**src/sv/drpi_pkg.sv**
```systemverilog
package drpi_pkg;

    // Default build values.
    localparam int TIME_FRAC_BITS_DEF = 20;
    localparam int CORDIC_STEPS_DEF   = 16;
    localparam int QUEUE_DEPTH_DEF    = 4;

    // Request kinds carried in the input tuser field.
    localparam logic [1:0] REQ_GPS     = 2'd0;
    localparam logic [1:0] REQ_IMU     = 2'd1;
    localparam logic [1:0] REQ_ODO     = 2'd2;
    localparam logic [1:0] REQ_RESTART = 2'd3;

    // Result sources.
    localparam logic SRC_IMU = 1'b0;
    localparam logic SRC_ODO = 1'b1;

    // Configuration register indexes.
    localparam logic [1:0] CFG_START_X       = 2'd0;
    localparam logic [1:0] CFG_START_Y       = 2'd1;
    localparam logic [1:0] CFG_START_HEADING = 2'd2;

    // Configuration reset values.
    localparam logic [31:0] START_X_RST       = 32'd112441426;
    localparam logic [31:0] START_Y_RST       = 32'd66488238;
    localparam logic [15:0] START_HEADING_RST = 16'd26535;

    // CORDIC gain correction, 1/K in Q30.
    localparam logic [29:0] KINV_Q30 = 30'd652032874;

    // Arctangent table depth and index width.
    localparam int ATAN_DEPTH = 24;
    localparam int ATAN_IW    = $clog2(ATAN_DEPTH);

    // Arctangent of 2^-i in units of 2^-32 turn.
    function automatic logic [31:0] atan_turn(input logic [ATAN_IW-1:0] idx);
        logic [31:0] v;
        unique case (idx)
            5'd0:    v = 32'h20000000;
            5'd1:    v = 32'h12E4051E;
            5'd2:    v = 32'h09FB385B;
            5'd3:    v = 32'h051111D4;
            5'd4:    v = 32'h028B0D43;
            5'd5:    v = 32'h0145D7E1;
            5'd6:    v = 32'h00A2F61E;
            5'd7:    v = 32'h00517C55;
            5'd8:    v = 32'h0028BE53;
            5'd9:    v = 32'h00145F2F;
            5'd10:   v = 32'h000A2F98;
            5'd11:   v = 32'h000517CC;
            5'd12:   v = 32'h00028BE6;
            5'd13:   v = 32'h000145F3;
            5'd14:   v = 32'h0000A2FA;
            5'd15:   v = 32'h0000517D;
            5'd16:   v = 32'h000028BE;
            5'd17:   v = 32'h0000145F;
            5'd18:   v = 32'h00000A30;
            5'd19:   v = 32'h00000518;
            5'd20:   v = 32'h0000028C;
            5'd21:   v = 32'h00000146;
            5'd22:   v = 32'h000000A3;
            5'd23:   v = 32'h00000051;
            default: v = 32'h00000000;
        endcase
        return v;
    endfunction

    // One classified request as it waits in the queue.
    typedef struct packed {
        logic [1:0]  kind;
        logic [47:0] ts;
        logic [32:0] mx;
        logic        xneg;
        logic [32:0] my;
        logic        yneg;
        logic [31:0] rate;
    } item_t;

    // Start values from the configuration registers.
    typedef struct packed {
        logic [31:0] start_x;
        logic [31:0] start_y;
        logic [15:0] start_heading;
    } cfg_t;

    // Request to the shared multiplier.
    typedef struct packed {
        logic        start;
        logic [63:0] a;
        logic [63:0] b;
    } mul_req_t;

    // One result item.
    typedef struct packed {
        logic        source;
        logic [31:0] pos_x;
        logic [31:0] pos_y;
        logic [15:0] heading;
        logic        saturated;
    } res_t;

endpackage

```
**src/sv/drpi_back.sv**
```systemverilog
module drpi_back
    import drpi_pkg::*;
#(
    parameter int TIME_FRAC_BITS = TIME_FRAC_BITS_DEF,
    parameter int CORDIC_STEPS   = CORDIC_STEPS_DEF
)
(
    input  logic         aclk,
    input  logic         aresetn,
    input  cfg_t         cfg,
    input  logic         q_empty,
    input  item_t        q_head,
    output logic         q_pop,
    output mul_req_t     mreq,
    input  logic         mul_done,
    input  logic [127:0] mul_p,
    output logic         m_valid,
    input  logic         m_ready,
    output res_t         m_res
);

    localparam int HK = 16 + TIME_FRAC_BITS;
    localparam logic [127:0] HALF   = 128'd1 << (TIME_FRAC_BITS - 1);
    localparam logic [127:0] SQ_CAP = 128'd1 << 62;
    localparam logic [127:0] B_CAP  = 128'd1 << 33;
    localparam logic [63:0]  H_HALF = 64'd1 << (HK - 1);

    // Sequencer states.
    localparam logic [3:0] S_IDLE    = 4'd0;
    localparam logic [3:0] S_DT      = 4'd1;
    localparam logic [3:0] S_SQ_GO   = 4'd2;
    localparam logic [3:0] S_SQ_WAIT = 4'd3;
    localparam logic [3:0] S_H_GO    = 4'd4;
    localparam logic [3:0] S_H_WAIT  = 4'd5;
    localparam logic [3:0] S_X_GO    = 4'd6;
    localparam logic [3:0] S_X_WAIT  = 4'd7;
    localparam logic [3:0] S_Y_GO    = 4'd8;
    localparam logic [3:0] S_Y_WAIT  = 4'd9;
    localparam logic [3:0] S_KX_GO   = 4'd10;
    localparam logic [3:0] S_KX_WAIT = 4'd11;
    localparam logic [3:0] S_KY_GO   = 4'd12;
    localparam logic [3:0] S_KY_WAIT = 4'd13;
    localparam logic [3:0] S_ROT     = 4'd14;
    localparam logic [3:0] S_SUM     = 4'd15;

    typedef struct packed {
        logic [31:0] imu_px;
        logic [31:0] imu_py;
        logic [15:0] imu_head;
        logic [31:0] wheel_px;
        logic [31:0] wheel_py;
        logic [15:0] wheel_head;
        logic [47:0] imu_last;
        logic [47:0] wheel_last;
        logic        fix_seen;
    } pose_t;

    typedef struct packed {
        logic [47:0]        d;
        logic               dneg;
        logic [62:0]        sq;
        logic               sqhit;
        logic               hit;
        logic [34:0]        bx;
        logic [34:0]        by;
        logic [39:0]        x;
        logic [39:0]        y;
        logic [33:0]        z;
        logic [ATAN_IW-1:0] step;
    } work_t;

    logic [3:0]   st_reg;
    logic [3:0]   st_next;
    pose_t        ps_reg;
    pose_t        ps_next;
    pose_t        ps_start;
    work_t        wk_reg;
    work_t        wk_next;
    item_t        item_reg;
    item_t        item_next;
    logic         mv_reg;
    logic         mv_next;
    res_t         res_reg;
    res_t         res_next;

    logic         is_imu;
    logic [47:0]  last_t;
    logic         ts_back;
    logic [47:0]  d_val;
    logic [63:0]  dts64;
    logic [127:0] rs;
    logic         sq_over;
    logic         b_over;
    logic [33:0]  b_mag;
    logic [33:0]  bxm;
    logic [33:0]  bym;
    logic         force_x;
    logic         force_y;
    logic         neg_x;
    logic         neg_y;
    logic [34:0]  bx_val;
    logic [34:0]  by_val;
    logic [63:0]  h_sum;
    logic [15:0]  h_inc;
    logic [63:0]  scaled64;
    logic [39:0]  scaled;
    logic [33:0]  z_init;
    logic         pre_hi;
    logic         pre_lo;
    logic [39:0]  sx;
    logic [39:0]  sy;
    logic [33:0]  atan_z;
    logic [31:0]  cur_px;
    logic [31:0]  cur_py;
    logic [39:0]  sum_x;
    logic [39:0]  sum_y;
    logic [31:0]  new_px;
    logic [31:0]  new_py;
    logic         clip_x;
    logic         clip_y;
    logic         out_free;

    assign m_valid  = mv_reg;
    assign m_res    = res_reg;
    assign out_free = !mv_reg || m_ready;

    // Pose values after a restart, from the current start registers.
    always_comb begin
        ps_start.imu_px     = cfg.start_x;
        ps_start.imu_py     = cfg.start_y;
        ps_start.imu_head   = cfg.start_heading;
        ps_start.wheel_px   = cfg.start_x;
        ps_start.wheel_py   = cfg.start_y;
        ps_start.wheel_head = cfg.start_heading;
        ps_start.imu_last   = '0;
        ps_start.wheel_last = '0;
        ps_start.fix_seen   = 1'b0;
    end

    // Time step since the last sample of the same source.
    assign is_imu  = (item_reg.kind == REQ_IMU);
    assign last_t  = is_imu ? ps_reg.imu_last : ps_reg.wheel_last;
    assign ts_back = item_reg.ts < last_t;
    assign d_val   = ts_back ? (last_t - item_reg.ts) : (item_reg.ts - last_t);
    assign dts64   = wk_reg.dneg ? (64'd0 - {16'd0, wk_reg.d}) : {16'd0, wk_reg.d};

    // Rounded shift of a product, with the caps of the square and the body step.
    assign rs      = (mul_p + HALF) >> TIME_FRAC_BITS;
    assign sq_over = rs > SQ_CAP;
    assign b_over  = rs > B_CAP;
    assign b_mag   = b_over ? B_CAP[33:0] : rs[33:0];

    // A capped square forces a nonzero component to the body limit.
    assign force_x = is_imu && wk_reg.sqhit && (item_reg.mx != '0);
    assign force_y = is_imu && wk_reg.sqhit && (item_reg.my != '0);
    assign bxm     = force_x ? B_CAP[33:0] : b_mag;
    assign bym     = force_y ? B_CAP[33:0] : b_mag;
    assign neg_x   = is_imu ? item_reg.xneg : (item_reg.xneg ^ wk_reg.dneg);
    assign neg_y   = is_imu ? item_reg.yneg : (item_reg.yneg ^ wk_reg.dneg);
    assign bx_val  = neg_x ? (35'd0 - {1'b0, bxm}) : {1'b0, bxm};
    assign by_val  = neg_y ? (35'd0 - {1'b0, bym}) : {1'b0, bym};

    // Heading increment, rounded half up.
    assign h_sum = mul_p[63:0] + H_HALF;
    assign h_inc = h_sum[HK+15:HK];

    // Gain correction with a floor shift.
    assign scaled64 = $signed(mul_p[63:0]) >>> 30;
    assign scaled   = scaled64[39:0];

    // Heading as a signed angle; fold it into the right half plane.
    assign z_init = {{2{ps_reg.imu_head[15]}}, ps_reg.imu_head, 16'd0};
    assign pre_hi = $signed(z_init) > $signed(34'h0_4000_0000);
    assign pre_lo = $signed(z_init) < $signed(34'h3_C000_0000);

    // One CORDIC iteration.
    assign sx     = $signed(wk_reg.x) >>> wk_reg.step;
    assign sy     = $signed(wk_reg.y) >>> wk_reg.step;
    assign atan_z = {2'b00, atan_turn(wk_reg.step)};

    // Position update with clipping to the 32-bit range.
    assign cur_px = is_imu ? ps_reg.imu_px : ps_reg.wheel_px;
    assign cur_py = is_imu ? ps_reg.imu_py : ps_reg.wheel_py;
    assign sum_x  = {{8{cur_px[31]}}, cur_px} + wk_reg.x;
    assign sum_y  = {{8{cur_py[31]}}, cur_py} + wk_reg.y;
    always_comb begin
        clip_x = 1'b1;
        clip_y = 1'b1;
        if ($signed(sum_x) > $signed(40'sh00_7FFF_FFFF)) begin
            new_px = 32'h7FFF_FFFF;
        end else if ($signed(sum_x) < $signed(40'shFF_8000_0000)) begin
            new_px = 32'h8000_0000;
        end else begin
            new_px = sum_x[31:0];
            clip_x = 1'b0;
        end
        if ($signed(sum_y) > $signed(40'sh00_7FFF_FFFF)) begin
            new_py = 32'h7FFF_FFFF;
        end else if ($signed(sum_y) < $signed(40'shFF_8000_0000)) begin
            new_py = 32'h8000_0000;
        end else begin
            new_py = sum_y[31:0];
            clip_y = 1'b0;
        end
    end

    // Sequencer.
    always_comb begin
        st_next   = st_reg;
        ps_next   = ps_reg;
        wk_next   = wk_reg;
        item_next = item_reg;
        mv_next   = mv_reg;
        res_next  = res_reg;
        q_pop     = 1'b0;
        mreq      = '0;
        if (mv_reg && m_ready) begin
            mv_next = 1'b0;
        end
        unique case (st_reg)
            S_IDLE: begin
                if (!q_empty) begin
                    q_pop     = 1'b1;
                    item_next = q_head;
                    if (q_head.kind == REQ_RESTART) begin
                        ps_next = ps_start;
                    end else if (q_head.kind == REQ_GPS) begin
                        if (!ps_reg.fix_seen) begin
                            ps_next.imu_last   = q_head.ts;
                            ps_next.wheel_last = q_head.ts;
                            ps_next.fix_seen   = 1'b1;
                        end
                    end else begin
                        st_next = S_DT;
                    end
                end
            end
            S_DT: begin
                wk_next.d     = d_val;
                wk_next.dneg  = ts_back;
                wk_next.hit   = 1'b0;
                wk_next.sqhit = 1'b0;
                st_next       = is_imu ? S_SQ_GO : S_H_GO;
            end
            S_SQ_GO: begin
                mreq.start = 1'b1;
                mreq.a     = {16'd0, wk_reg.d};
                mreq.b     = {16'd0, wk_reg.d};
                st_next    = S_SQ_WAIT;
            end
            S_SQ_WAIT: begin
                if (mul_done) begin
                    wk_next.sqhit = sq_over;
                    wk_next.sq    = sq_over ? SQ_CAP[62:0] : rs[62:0];
                    st_next       = S_H_GO;
                end
            end
            S_H_GO: begin
                mreq.start = 1'b1;
                mreq.a     = {{32{item_reg.rate[31]}}, item_reg.rate};
                mreq.b     = dts64;
                st_next    = S_H_WAIT;
            end
            S_H_WAIT: begin
                if (mul_done) begin
                    if (is_imu) begin
                        ps_next.imu_head = ps_reg.imu_head + h_inc;
                    end else begin
                        ps_next.wheel_head = ps_reg.wheel_head + h_inc;
                    end
                    st_next = S_X_GO;
                end
            end
            S_X_GO: begin
                mreq.start = 1'b1;
                mreq.a     = {31'd0, item_reg.mx};
                mreq.b     = is_imu ? {1'b0, wk_reg.sq} : {16'd0, wk_reg.d};
                st_next    = S_X_WAIT;
            end
            S_X_WAIT: begin
                if (mul_done) begin
                    wk_next.bx  = bx_val;
                    wk_next.hit = wk_reg.hit || b_over || force_x;
                    st_next     = S_Y_GO;
                end
            end
            S_Y_GO: begin
                mreq.start = 1'b1;
                mreq.a     = {31'd0, item_reg.my};
                mreq.b     = is_imu ? {1'b0, wk_reg.sq} : {16'd0, wk_reg.d};
                st_next    = S_Y_WAIT;
            end
            S_Y_WAIT: begin
                if (mul_done) begin
                    wk_next.by  = by_val;
                    wk_next.hit = wk_reg.hit || b_over || force_y;
                    st_next     = S_KX_GO;
                end
            end
            S_KX_GO: begin
                mreq.start = 1'b1;
                mreq.a     = {{29{wk_reg.bx[34]}}, wk_reg.bx};
                mreq.b     = {34'd0, KINV_Q30};
                st_next    = S_KX_WAIT;
            end
            S_KX_WAIT: begin
                if (mul_done) begin
                    wk_next.x = scaled;
                    st_next   = S_KY_GO;
                end
            end
            S_KY_GO: begin
                mreq.start = 1'b1;
                mreq.a     = {{29{wk_reg.by[34]}}, wk_reg.by};
                mreq.b     = {34'd0, KINV_Q30};
                st_next    = S_KY_WAIT;
            end
            S_KY_WAIT: begin
                if (mul_done) begin
                    wk_next.step = '0;
                    if (pre_hi) begin
                        wk_next.z = z_init - 34'h0_8000_0000;
                        wk_next.x = 40'd0 - wk_reg.x;
                        wk_next.y = 40'd0 - scaled;
                    end else if (pre_lo) begin
                        wk_next.z = z_init + 34'h0_8000_0000;
                        wk_next.x = 40'd0 - wk_reg.x;
                        wk_next.y = 40'd0 - scaled;
                    end else begin
                        wk_next.z = z_init;
                        wk_next.y = scaled;
                    end
                    st_next = S_ROT;
                end
            end
            S_ROT: begin
                if (!wk_reg.z[33]) begin
                    wk_next.x = wk_reg.x - sy;
                    wk_next.y = wk_reg.y + sx;
                    wk_next.z = wk_reg.z - atan_z;
                end else begin
                    wk_next.x = wk_reg.x + sy;
                    wk_next.y = wk_reg.y - sx;
                    wk_next.z = wk_reg.z + atan_z;
                end
                wk_next.step = wk_reg.step + 1'b1;
                if (wk_reg.step == ATAN_IW'(CORDIC_STEPS - 1)) begin
                    st_next = S_SUM;
                end
            end
            S_SUM: begin
                if (out_free) begin
                    if (is_imu) begin
                        ps_next.imu_px   = new_px;
                        ps_next.imu_py   = new_py;
                        ps_next.imu_last = item_reg.ts;
                    end else begin
                        ps_next.wheel_px   = new_px;
                        ps_next.wheel_py   = new_py;
                        ps_next.wheel_last = item_reg.ts;
                    end
                    res_next.source    = is_imu ? SRC_IMU : SRC_ODO;
                    res_next.pos_x     = new_px;
                    res_next.pos_y     = new_py;
                    res_next.heading   = is_imu ? ps_reg.imu_head : ps_reg.wheel_head;
                    res_next.saturated = wk_reg.hit || clip_x || clip_y;
                    mv_next            = 1'b1;
                    st_next            = S_IDLE;
                end
            end
            default: begin
                st_next = S_IDLE;
            end
        endcase
    end

    // Control and pose state.
    always_ff @(posedge aclk) begin
        if (!aresetn) begin
            st_reg              <= S_IDLE;
            mv_reg              <= 1'b0;
            ps_reg.imu_px       <= START_X_RST;
            ps_reg.imu_py       <= START_Y_RST;
            ps_reg.imu_head     <= START_HEADING_RST;
            ps_reg.wheel_px     <= START_X_RST;
            ps_reg.wheel_py     <= START_Y_RST;
            ps_reg.wheel_head   <= START_HEADING_RST;
            ps_reg.imu_last     <= '0;
            ps_reg.wheel_last   <= '0;
            ps_reg.fix_seen     <= 1'b0;
        end else begin
            st_reg <= st_next;
            mv_reg <= mv_next;
            ps_reg <= ps_next;
        end
    end

    // Working values and the result payload.
    always_ff @(posedge aclk) begin
        wk_reg   <= wk_next;
        item_reg <= item_next;
        res_reg  <= res_next;
    end

endmodule

```
**config.mk**
```make
export PLATFORM = sky130hd
export DESIGN_NAME = drpi_back
export DESIGN_NICKNAME = d
export VERILOG_FILES = /design/src/sv/drpi_pkg.sv /design/src/sv/drpi_back.sv
export SDC_FILE = /design/constraint.sdc
export NUM_CORES = 2
export LEC_CHECK = 0
export ABC_AREA = 1
export BUFFER_PORTS_ARGS = -buffer_cell sky130_fd_sc_hd__buf_4
export CORE_MARGIN = 4
export CORE_UTILIZATION = 50
export DETAILED_ROUTE_END_ITERATION = 8
export PLACE_DENSITY = 0.7
export SYNTH_ARGS = -nofsm -noshare
export SYNTH_HDL_FRONTEND = slang
export SYNTH_SLANG_ARGS = --single-unit
export TNS_END_PERCENT = 100
```
**constraint.sdc**
```tcl
create_clock -name aclk -period 12.11 [get_ports aclk]
set_clock_uncertainty 0.1 [all_clocks]
set_input_delay 2.422 -clock aclk [delete_from_list [all_inputs] [get_ports aclk]]
set_output_delay 2.422 -clock aclk [all_outputs]
set_load 0.05 [all_outputs]
```
==> flow_metrics.env <==
export IMPL_vdd_ir_drop_max_v=0.000207
export IMPL_gp_congestion=1.03
export IMPL_final_layout_size_suffix_gt1_share_pct=9.43
export IMPL_dp_hpwl_mm=239
export IMPL_startpoint="mul_p[19]"
export IMPL_fp_row_count=137
export IMPL_synthTopCellsByCount="2,739 x nand2_1, 1,229 x nor2_1, 1,092 x inv_1"
export IMPL_cts_hold_buf=0
export IMPL_status="complete, but fails checks"
export IMPL_r2r_setup_slack_ns=4.55
export IMPL_cp_max_fo=101
export IMPL_rsz0062_at_grt="no"
export IMPL_synth_top_area_share_pct=22.9
export IMPL_grt_max_degree=105
export IMPL_post_route_util_pct=56.7
export IMPL_r2r_start="wk_reg[1]$_DFFE_PP_"
export IMPL_avgSynthCellArea_um2=6.62
export IMPL_r2r_end="wk_reg[75]$_DFFE_PP_"
export IMPL_path_class="input port to flip-flop"
export IMPL_clk_latency_ns=0.77
export IMPL_p_leak_nw=35.8
export IMPL_async_reset_ff_share_pct=0
export IMPL_via_count=77952
export IMPL_post_drt_wl_per_cell_um=23.5
export IMPL_maxCapViolations=0
export IMPL_ys_seq_elements=827
export IMPL_dr_pass1_iters=9
export IMPL_clkSinkCount=827
export IMPL_yosysSeqAreaShare_pct=31.2
export IMPL_slowest_stage="nand2_4"
export IMPL_finalHoldViolations=0
export IMPL_postLayoutCellArea_um2=79100
export IMPL_fin_ws_ns=4.51
export IMPL_layout_min_cycle_time_ns=7.60
export IMPL_die_y_um=383
export IMPL_whs_ns=0.368
export IMPL_grt_pass1_wl_mm=442
export IMPL_synth_distinct_cells=72
export IMPL_cp_required_ns=12.57
export IMPL_post_cts_buffers=0
export IMPL_max_stage_delay_ns=0.91
export IMPL_dieArea_um2=146000
export IMPL_synth_edff_count=535
export IMPL_drt_iter0_drc=9915
export IMPL_ys_flop_type="edfxtp_1"
export IMPL_io_pins=576
export IMPL_overflow=0
export IMPL_min_path_type="flip-flop to flip-flop"
export IMPL_synth_nets=11309
export IMPL_ctsResizeCount=0
export IMPL_routed_wl_mm=302
export IMPL_finalNetCount=11611
export IMPL_die_x_um=383
export IMPL_start_util_pct=50.3
export IMPL_violations="DRC"
export IMPL_cts_root_buf="clkbuf_16"
export IMPL_ys_warnings_count=0
export IMPL_dpl_worst_slack_ns=3.98
export IMPL_largest_register_ffs=303
export IMPL_arrival_ns=8.06
export IMPL_fmax_ghz=0.132
export IMPL_crit_path_end="wk_reg[174]$_DFFE_PP_"
export IMPL_syn_cell_area_um2=70200
export IMPL_yosysMostFrequentCell="nand2_1"
export IMPL_drc=1
export IMPL_tns_ns=0
export IMPL_vias_per_cell=6.05
export IMPL_power_density_nw_per_um2=205
export IMPL_htree_levels=3
export IMPL_setup_worst_path_start_class="input port"
export IMPL_cts_buffer_depth=3
export IMPL_worstMarginPinSlew_ns=1.34
export IMPL_areaGrowthSynthToFinish_pct=12.7
export IMPL_numCtsBuffers=96
export IMPL_finalCritPeriodShare_pct=62.7
export IMPL_crit_path_end_kind="flip-flop"
export IMPL_placed_area_um2=75700
export IMPL_core_um2=140000
export IMPL_antenna_left=0
export IMPL_synth_area_leaders="edfxtp_1 23%, nand2_1 15%, dfxtp_1 8.3%, o21ai_0 7.2%, nor2_1 6.6%"
export IMPL_synth_cells=10600
export IMPL_path_clk_slew_ns=0.06
export IMPL_port_buffers=556
export IMPL_ff2ff_path_depth=33
export IMPL_setup_violations=0
export IMPL_antenna_found_initial=37
export IMPL_grt_total_usage_pct=39.3
export IMPL_yosys_area_top_type="edfxtp_1"
export IMPL_relSlewSlack_pct=10.6
export IMPL_cts_tree="yes"
export IMPL_slew_viol_final=0
export IMPL_grt_pass1_vias=71533
[cell usage in the layout, fill, tap and decap left out, drive strengths merged, types with 95 or more instances in the layout]
| cell | netlist | final |
|---|---|---|
| a21oi | 792 | 792 |
| buf | 132 | 643 |
| clkbuf | 307 | 120 |
| dfxtp | 292 | 292 |
| edfxtp | 535 | 535 |
| ha | 337 | 337 |
| inv | 1122 | 1131 |
| nand2 | 2759 | 2759 |
| nand3 | 652 | 652 |
| nand4 | 113 | 113 |
| nor2 | 1270 | 1270 |
| nor3 | 125 | 125 |
| o211ai | 113 | 113 |
| o21ai | 1058 | 1058 |
| or2 | 95 | 95 |
| xnor2 | 127 | 127 |
| xor2 | 226 | 226 |
[logic make-up after synthesis]
family | share of synthesized area [%]
flip-flops | 31.2
buffers and inverters | 8.67
AO/OA/AOI/OAI | 18.8
adder cells (fa/ha/maj) | 6.26
XOR/XNOR | 4.40
AND/OR/NAND/NOR | 30.4
multiplexers | 0.200
[per-stage QoR]
step / cells / power [W]
detailed placement: 12680 / 0.0128
floorplan: 10600 / 0.00996
global placement: 12680 / 0.0127
global route: 12871 / 0.0171
CTS: 12861 / 0.0159
finish: 12882 / 0.0162
[critical path, delay by kind of cell]
| kind | cells | cell delay, ns |
|---|---|---|
| simple gates | 18 | 4.33 |
| fa+ha+maj | 2 | 0.52 |
| buf+inv | 3 | 0.30 |
| xor+xnor | 1 | 0.30 |
| compound gates | 1 | 0.10 |
[worst min-delay path by stage]
| stage | startpoint | to | slack (ns) | cells past startpoint |
|---|---|---|---|---|
| detailed placement | ps_reg[136]$_SDFFE_PN1P_ | ps_reg[136]$_SDFFE_PN1P_ | 0.35 | 2 |
| floorplan | ps_reg[0]$_SDFFE_PN0P_ | ps_reg[0]$_SDFFE_PN0P_ | 0.34 | 2 |
| finish | ps_reg[214]$_SDFFE_PN1P_ | ps_reg[214]$_SDFFE_PN1P_ | 0.37 | 2 |
| global route | ps_reg[214]$_SDFFE_PN1P_ | ps_reg[214]$_SDFFE_PN1P_ | 0.39 | 2 |
| global placement | ps_reg[0]$_SDFFE_PN0P_ | ps_reg[0]$_SDFFE_PN0P_ | 0.35 | 2 |
| CTS | ps_reg[136]$_SDFFE_PN1P_ | ps_reg[136]$_SDFFE_PN1P_ | 0.37 | 2 |
[layer usage]
metal	routed length [µm]	global-route usage [%]
met1	126000	55.5
met2	127000	58.7
met4	16100	18.0
met5	104	0
met3	33000	6.70
[final cells by class]
cell class              instances  area, µm²
well taps                    1876       2350
clock inverters                61        724
inverters                    1128       4240
multi-input cells            8206      42400
flip-flops and latches        827      21900
repair buffers                643       4830
clock buffers                 120       2620
diodes                         21       52.6
fillers                     13632      60400
[power breakdown]
part,internal [W],switching [W]
Clock,0.00177,0.00134
Combinational,0.00250,0.00629
Sequential,0.00388,0.000413
No activity file was read; power rests on OpenSTA's default activity.
